## src/design/plti_pkg.sv

```systemverilog
// Package for the piecewise linear table interpolator.
// Holds table depth, field widths and operation/status codes.
// No dependencies; imported by every module of the block except the generic RAM.
`default_nettype none

package plti_pkg;

	// Table geometry
	localparam int TABLE_DEPTH = 256;
	localparam int IDX_W       = $clog2(TABLE_DEPTH);
	localparam int CNT_W       = $clog2(TABLE_DEPTH + 1);

	// Field widths
	localparam int ENTRY_IDX_W = 8;
	localparam int CFG_W       = 9;
	localparam int KEY_W       = 32;
	localparam int VAL_W       = 40;
	localparam int MAG_W       = VAL_W + 1;
	localparam int PROD_W      = MAG_W + KEY_W;
	localparam int STEP_W      = $clog2(MAG_W);

	// Stream payload widths
	localparam int S_TDATA_W = ENTRY_IDX_W + KEY_W + VAL_W;
	localparam int M_TDATA_W = VAL_W;

	// Minimum breakpoint count and count after reset
	localparam int MIN_ENTRIES = 2;
	localparam logic [CFG_W-1:0] CFG_RESET = CFG_W'(MIN_ENTRIES);

	// Operation codes carried on s_tuser
	localparam logic OP_LOAD  = 1'b0;
	localparam logic OP_QUERY = 1'b1;

	// Status codes carried on m_tuser
	localparam logic STAT_OK    = 1'b0;
	localparam logic STAT_RANGE = 1'b1;

endpackage : plti_pkg

`default_nettype wire

```

## src/design/plti_muldiv.sv

```systemverilog
// Bit-serial multiply-then-divide unit: quo = floor(mag * num / den).
// One shared adder does the shift-add multiply and the restoring divide.
// Depends on plti_pkg. Requires num <= den so the quotient fits in MAG_W bits.
`default_nettype none

module plti_muldiv (
	input  wire logic                        clk,
	input  wire logic                        arst_n,
	input  wire logic                        start,
	input  wire logic [plti_pkg::MAG_W-1:0]  mag,
	input  wire logic [plti_pkg::KEY_W-1:0]  num,
	input  wire logic [plti_pkg::KEY_W-1:0]  den,
	output logic                             done,
	output logic      [plti_pkg::MAG_W-1:0]  quo
);
	import plti_pkg::*;

	typedef enum logic [2:0] {
		MD_IDLE = 3'b001,
		MD_MUL  = 3'b010,
		MD_DIV  = 3'b100
	} md_state_t;

	md_state_t          state_q;
	logic [STEP_W-1:0]  step_q;
	logic               done_q;
	logic [PROD_W-1:0]  prod_q;
	logic [MAG_W-1:0]   mag_q;
	logic [KEY_W-1:0]   den_q;

	// Shared adder: mag add in multiply, trial subtract of den in divide
	logic [MAG_W:0] add_a;
	logic [MAG_W:0] add_b;
	logic           add_cin;
	logic [MAG_W:0] add_sum;
	logic           qbit;

	always_comb begin
		if (state_q == MD_DIV) begin
			add_a   = (MAG_W+1)'(prod_q[PROD_W-1:MAG_W-1]);
			add_b   = ~((MAG_W+1)'(den_q));
			add_cin = 1'b1;
		end else begin
			add_a   = {1'b0, prod_q[PROD_W-1:KEY_W]};
			add_b   = {1'b0, mag_q};
			add_cin = 1'b0;
		end
		add_sum = add_a + add_b + (MAG_W+1)'(add_cin);
		qbit    = ~add_sum[MAG_W];
	end

	// Control: MUL runs KEY_W steps, DIV runs MAG_W steps
	always_ff @(posedge clk or negedge arst_n) begin
		if (!arst_n) begin
			state_q <= MD_IDLE;
			step_q  <= '0;
			done_q  <= 1'b0;
		end else begin
			done_q <= (state_q == MD_DIV) && (step_q == STEP_W'(MAG_W - 1));
			case (state_q)
				MD_IDLE: begin
					if (start) begin
						state_q <= MD_MUL;
						step_q  <= '0;
					end
				end
				MD_MUL: begin
					if (step_q == STEP_W'(KEY_W - 1)) begin
						state_q <= MD_DIV;
						step_q  <= '0;
					end else begin
						step_q <= step_q + 1'b1;
					end
				end
				MD_DIV: begin
					if (step_q == STEP_W'(MAG_W - 1)) begin
						state_q <= MD_IDLE;
					end else begin
						step_q <= step_q + 1'b1;
					end
				end
				default: begin
					state_q <= MD_IDLE;
				end
			endcase
		end
	end

	// Datapath: product shifts right while multiplying; remainder/quotient shift left
	// while dividing (remainder in the top KEY_W bits, quotient enters at bit 0)
	always_ff @(posedge clk) begin
		case (state_q)
			MD_IDLE: begin
				if (start) begin
					prod_q <= PROD_W'(num);
					mag_q  <= mag;
					den_q  <= den;
				end
			end
			MD_MUL: begin
				if (prod_q[0]) begin
					prod_q <= {add_sum, prod_q[KEY_W-1:1]};
				end else begin
					prod_q <= {1'b0, prod_q[PROD_W-1:1]};
				end
			end
			MD_DIV: begin
				prod_q <= {(qbit ? add_sum[KEY_W-1:0] : prod_q[PROD_W-2:MAG_W-1]),
					prod_q[MAG_W-2:0], qbit};
			end
			default: begin
				prod_q <= prod_q;
			end
		endcase
	end

	assign done = done_q;
	assign quo  = prod_q[MAG_W-1:0];

endmodule : plti_muldiv

`default_nettype wire

```

## config.mk

```make
export PLATFORM = sky130hd
export DESIGN_NAME = plti_muldiv
export DESIGN_NICKNAME = d
export VERILOG_FILES = /design/src/design/plti_pkg.sv /design/src/design/plti_muldiv.sv
export SDC_FILE = /design/constraint.sdc
export NUM_CORES = 1
export LEC_CHECK = 0
export ABC_AREA = 1
export BUFFER_PORTS_ARGS = -buffer_cell sky130_fd_sc_hd__buf_4
export CAP_MARGIN = 40
export CELL_PAD_IN_SITES_DETAIL_PLACEMENT = 0
export CELL_PAD_IN_SITES_GLOBAL_PLACEMENT = 1
export CORE_UTILIZATION = 47
export CTS_BUF_LIST = sky130_fd_sc_hd__clkbuf_8
export CTS_CLUSTER_DIAMETER = 80
export DETAILED_ROUTE_END_ITERATION = 6
export MAX_ROUTING_LAYER = met4
export PLACE_DENSITY_LB_ADDON = 0.2
export SKIP_CTS_REPAIR_TIMING = 1
export SLEW_MARGIN = 20
export SYNTH_ARGS = -nofsm -noshare
export SYNTH_HDL_FRONTEND = slang
export SYNTH_SLANG_ARGS = --single-unit
```

## constraint.sdc

```tcl
create_clock -name clk -period 5.3 [get_ports clk]
set_input_delay 0.265 -clock clk [delete_from_list [all_inputs] [get_ports clk]]
set_output_delay 0.265 -clock clk [all_outputs]
set_load 0.005 [all_outputs]
```

==> out/qor.yml, run 1 <==
final_layout:
  drive_gt1_frac: 0.148
  fin_nets: 1784
  fin_cells: 1957
  diodes: 0
  postLayoutCellArea_sq_um: 13300
  area_growth_pct: 21.0
  final_cell_mix: "nand2_1, inv_1, buf_4, edfxtp_1, o21ai_0"
  final_common_cell: "nand2_1"
setup_path:
  cp.arrival_ns: 4.68
  slowest_stage: "dfrtp_1"
  path_max_fanout: 43
  cpPeakStageDelay_ns: 0.42
  path_cells: "inv_1 -> nand3_4 -> buf_4 -> o21ai_0 -> ha_1 -> nand2_1 -> inv_1 -> nand2_1 -> nand2_1 -> a21oi_1 -> nand3_2 -> nand2_1 -> nand2_1 -> nand4_1 -> nand3_1 -> ha_1 -> clkinv_1 -> buf_4 -> nand2_1 -> o21ai_0 -> o22ai_1"
  cp-end-kind: "flip-flop"
  startpoint_type: "flip-flop"
  cp_common_cell: "nand2_1"
  critPathKind: "reg2reg"
  worst_ep_required_time_ns: 5.49
detailed_routing:
  drtAntennaViolNets: 0
  wl_um: 33900
  drc: 0
  drtIter0Drc: 1035
  dr.pass1.iters: 6
  via_per_inst: 5.25
  wl_per_cell_um: 17.3
  num_vias: 10300
global_routing:
  grt_max_degree: 56
  track_usage: 0.290
  gr-total-overflow: 0
  antenna_found_initial: 0
  first_global_vias: 9350
  grt_pass1_wl_um: 50900
placement:
  placed_area_sq_um: 12100
  dp.cells: 1851
  place_hpwl_um: 25000
  io_buffers: 149
  gp_congestion: 0.965
floorplan:
  std_cell_rows: 55
  die_h_um: 155
  die_w_um: 155
  die-area_sq_um: 24000
  initial_core_util: 0.482
  core_area_sq_um: 22800
  num_io_pins: 150
power_and_ir_drop:
  switchingPower_mw: 4.23
  p_comb_frac: 0.620
  cellInternalPower_mw: 3.98
  power.density_nw_per_um2: 619
  p_leak_nw: 6.39
  swShare: 0.515
  p_total_mw: 8.21
  power.share.clock: 0.118
  seqPwrFrac: 0.262
  vdd_drop_max_mv: 0.300
clock_network:
  cts_tree: "yes"
  clk_pin_slew_ns: 0.10
  clk_path_buf_depth: 2
  clkLatencyLatePin_ns: 0.48
  numCtsBuffers: 17
  htree_levels: 4
  cts.sinks: 156
  root_buffer: "clkbuf_8"
synthesis:
  synthDistinctLibCells: 38
  synthTopCellsByArea: "edfxtp_1, nand2_1, inv_1"
  ys_seq_elements: 156
  netlist_area_sq_um: 11000
  netlist_instances: 1464
  yosysWarnings: 0
  synth.avg_cell_area_sq_um: 7.50
  yosysTopAreaCell: "edfxtp_1"
  seq_area_frac_synth: 0.422
  synth_nets: 1617
  yosysTopAreaCellShare: 0.399
timing:
  hold-worst-slack_ns: 0.0647
  rsz0062_at_grt: "no"
  worst_pin_slew_ns: 0.702
  skew_ns: 0.0155
  finalHoldViolations: 0
  fmax_mhz: 223
  slew_headroom: 0.532
  setup_viol: 0
  setup_tns_ns: 0
  slew_violations: 0
  fin_crit_ns: 4.49
  fin_crit_sh: 0.846
worst_hold_path:
  min_path_type: "in2reg"
outcome:
  status: "complete, no violations"
flow_run:
  cap_violations: 0
## routing by layer
layer	part of all wire	track usage	vias to the layer above
met3	0.087	0.0552	46
met1	0.44	0.393	4686
li1	-	-	5077
met4	0.024	0.0943	0
met2	0.45	0.438	471
met5	0	-	-
## stage by stage
step	utilization	setup slack [ns]
6_report	0.583	0.815
4_1_cts	0.550	0.903
3_3_place_gp	0.533	1.04
3_5_place_dp	0.533	0.935
5_1_grt	0.583	0.506
2_1_floorplan	-	1.66
## worst max-delay path, delay by kind of cell, from the launching register on
family | cells | cell delay [ns]
compound gates | 4 | 0.86
fa+ha+maj | 2 | 0.67
buf+inv | 5 | 0.97
flops | 1 | 0.42
simple gates | 10 | 1.23
## synthesized netlist by cell type (all sizes together)
library cell	instances
nand3	78
dfrtp	9
clkbuf	35
edfxtp	146
xnor2	15
nand3b	7
nand2	494
nand4	5
o221ai	30
o211ai	17
a21oi	80
xor2	2
buf	55
o21ai	101
o22ai	4
ha	43
o2bb2ai	2
and2	2
or2	11
o21a	2
nor3	8
clkinv	2
fa	2
dfstp	1
nor2	93
o21bai	4
inv	216
## state kept, by name, summed over array words and instances (netlist names)
register	count
den_q	32
done	1
prod_q	73
mag_q	41
state_q	3
step_q	6
## path summary, 6_finish.rpt
path                       startpoint         end  slack, ns  cells after the start
setup reg to reg           state_q[1]  prod_q[41]       0.81                     21
setup / recovery           state_q[1]  prod_q[41]       0.81                     21
hold / removal                num[12]  prod_q[12]       0.06                      3
hold reg to reg             step_q[4]   step_q[5]       0.58                      3
min in group asynchronous      arst_n        done       0.14                      2
max in group asynchronous      arst_n  state_q[0]       4.93                      2
## layout make-up
type,count,area (sq um)
Sequential cell,156,4640
Clock inverter,15,170
Inverter,218,820
Timing Repair Buffer,238,1980
Clock buffer,17,234
Multi-Input combinational cell,1000,5040
Tap cell,313,392
Fill cell,2145,9500
## cell families after synthesis
kind of cell,Yosys count,share of synthesized area
simple gates,698,0.265
buf+inv,308,0.120
compound gates,240,0.126
flops,156,0.422
fa+ha+maj,45,0.0527
xor+xnor,17,0.0136
## power groups by stage
stage                     Sequential, mW  Combinational (mW)  Clock, mW
final                               2.16                5.09      0.966
after global routing                2.19                5.61       1.03
after CTS                           2.15                4.97      0.978
after detailed placement            2.18                4.95          0
after global placement              2.18                4.94          0
after floorplan                     2.11                3.52          0
Note: power is estimated with default switching activity, not from simulation.
==> run 2, diff against run 1 <==
CORE_UTILIZATION = 44   (was 47)
clock period = 4.3 ns   (was 5.3 ns; I/O delays follow)
==> run 2 against run 1 <==
  * Non-clock buffer count rose by 23
  * Maximum frequency rose by 11%
  * Clock power rose by 34%
  * Register-to-register slack got worse by 0.57 ns
  * Critical path type unchanged
  * Largest power group unchanged
==> out/qor.yml, run 2 (synthesis gave the netlist of run 1 again) <==
power_and_ir_drop:
  power.density_nw_per_um2: 777  # +26%
  power.share.clock: 0.122  # +0.004
  p_leak_nw: 6.59  # +3.1%
  swShare: 0.500  # -0.0145
  seqPwrFrac: 0.250  # -0.012
  switchingPower_mw: 5.31  # +26%
  p_total_mw: 10.6  # +29%
  p_comb_frac: 0.628  # +0.008
  cellInternalPower_mw: 5.30  # +33%
  vdd_drop_max_mv: 0.321  # +6.8%
worst_hold_path:
  hold_depth: 3  # unchanged
  min_path_type: "in2reg"
  min-delay-start: "num[27]"
  min_to: "prod_q[27]"
floorplan:
  die_h_um: 160  # +3.3%
  std_cell_rows: 57  # +3.6%
  core_area_sq_um: 24400  # +7.1%
  die-area_sq_um: 25600  # +6.7%
  num_io_pins: 150  # unchanged
  die_w_um: 160  # +3.3%
  initial_core_util: 0.450  # -0.0319
final_layout:
  area_growth_pct: 24.4
  final_cell_mix: "nand2_1, inv_1, buf_4, edfxtp_1, o21ai_0"
  top_register: "prod_q"
  largest_reg_flops: 73  # unchanged
  diodes: 0  # unchanged
  largestRegisters: "prod_q x73, mag_q x41, den_q x32"
  fin_cells: 1991  # +1.7%
  drive_gt1_frac: 0.162  # +0.0135
  final_common_cell: "nand2_1"
  postLayoutCellArea_sq_um: 13700  # +2.9%
  fin_nets: 1807  # +1.3%
setup_path:
  cp-end-kind: "flip-flop"
  r2r_end: "prod_q[41]"
  r2r_start: "state_q[1]"
  path_max_fanout: 24  # -44%
  startpoint_type: "flip-flop"
  worst_ep_required_time_ns: 4.48  # -1.01 ns
  rr_worst_depth: 19  # -9.5%
  cp.arrival_ns: 4.24  # -0.44 ns
  critPathKind: "reg2reg"
  r2r_slack_ns: 0.24  # -0.57 ns
clock_network:
  cts_tree: "yes"
  clk_pin_slew_ns: 0.10  # about the same
  clk_path_buf_depth: 2  # unchanged
  clkLatencyLatePin_ns: 0.46  # -0.02 ns
  numCtsBuffers: 17  # unchanged
  root_buffer: "clkbuf_8"
  htree_levels: 4  # unchanged
  cts.sinks: 156  # unchanged
placement:
  place_hpwl_um: 25200  # +0.86%
  io_buffers: 149  # unchanged
  placed_area_sq_um: 12400  # +2.3%
  gp_congestion: 0.988  # +2.3%
  dp.cells: 1883  # +1.7%
detailed_routing:
  drtIter0Drc: 1104  # +6.7%
  drtAntennaViolNets: 0  # unchanged
  drc: 0  # unchanged
  wl_um: 34200  # +0.93%
  num_vias: 10400  # +1.1%
  dr.pass1.iters: 5  # -1
  via_per_inst: 5.22  # -0.65%
  wl_per_cell_um: 17.2  # -0.80%
global_routing:
  antenna_found_initial: 0  # unchanged
  grt_pass1_wl_um: 51700  # +1.6%
  gr-total-overflow: 0  # unchanged
  grt_max_degree: 58  # +3.6%
  first_global_vias: 9499  # +1.6%
  track_usage: 0.271  # -0.0194
outcome:
  status: "complete, no violations"
timing:
  skew_ns: 0.0150  # -0.000544 ns
  finalHoldViolations: 0  # unchanged
  worst_pin_slew_ns: 0.697  # -0.00489 ns
  setup_viol: 0  # unchanged
  fmax_mhz: 246  # +11%
  slew_headroom: 0.530  # -0.00165
  setup_tns_ns: 0  # unchanged
  slew_violations: 0  # unchanged
  fin_crit_ns: 4.06  # -0.428 ns
  fin_crit_sh: 0.943  # +0.0972
  rsz0062_at_grt: "no"
flow_run:
  cap_violations: 0  # unchanged
[run 2: changes by cell type in the layout (fill, tap and decap cells not counted), moves of 2 or more]
cell       previous run  this run
buf_16                0         2
nand2_1             482       480
o21ai_1               2         5
o21ai_0              99        96
a21oi_2               0         2
clkinv_4              1         3
inv_1               212       215
buf_12                1         7
inv_6                 7         2
buf_4               163       176
a21oi_1              80        78
clkinv_2              3         1
bufinv_16             2         4
[run 2: final cells by class]
class / count / area (sq um)
Clock buffer: 18 / 248
Clock inverter: 14 / 193
Fill cell: 2375 / 10700
Inverter: 218 / 820
Multi-Input combinational cell: 1000 / 5060
Sequential cell: 156 / 4640
Tap cell: 324 / 405
Timing Repair Buffer: 261 / 2290
[run 2: worst max-delay path by stage]
stage	from	to	slack, ns	cells past startpoint
after detailed placement	state_q[1]	prod_q[41]	0.29	21
after floorplan	state_q[0]	prod_q[60]	0.66	23
after global routing	state_q[0]	prod_q[52]	0.01	22
after global placement	state_q[1]	prod_q[41]	0.34	19
after CTS	state_q[1]	prod_q[41]	0.27	21
final	state_q[1]	prod_q[41]	0.24	19
[run 2: per-layer routing]
metal | vias up | wire (um) | global-route usage
met1 | 4815 | 15900 | 0.378
li1 | 5117 | - | -
met3 | 38 | 2330 | 0.0301
met5 | - | 0 | -
met2 | 421 | 15400 | 0.418
met4 | 0 | 585 | 0.0706
[run 2: power by group through the flow]
stage                     logic, mW  registers [mW]  clock network (mW)
after global placement         6.32            2.69                   0
after global routing           7.36            2.71                1.36
after CTS                      6.41            2.65                1.31
after floorplan                4.34            2.61                   0
final                          6.67            2.66                1.29
after detailed placement       6.38            2.68                   0
[run 2: through the flow]
step,utilization,worst slack (ns),hold slack (ns)
2_1_floorplan,-,0.660,-0.0806
3_3_place_gp,0.507,0.345,0.0515
3_5_place_dp,0.509,0.289,0.0535
4_1_cts,0.527,0.266,-0.465
5_1_grt,0.560,0.00978,0.0364
6_report,0.560,0.243,0.0320
[run 2: worst max-delay path, stage by stage (launching register included)]
cell,delay (ns)
dfrtp_1,0.42
inv_1,0.11
nand3_4,0.13
buf_12,0.20
buf_4,0.18
o21ai_0,0.56
ha_1,0.36
nand2_1,0.13
nor2_1,0.10
nand2_1,0.11
inv_1,0.04
a21oi_1,0.25
nand2_1,0.15
nand4_1,0.09
nand3_1,0.07
ha_1,0.31
inv_2,0.08
clkbuf_16,0.19
o21ai_0,0.18
o22ai_1,0.10
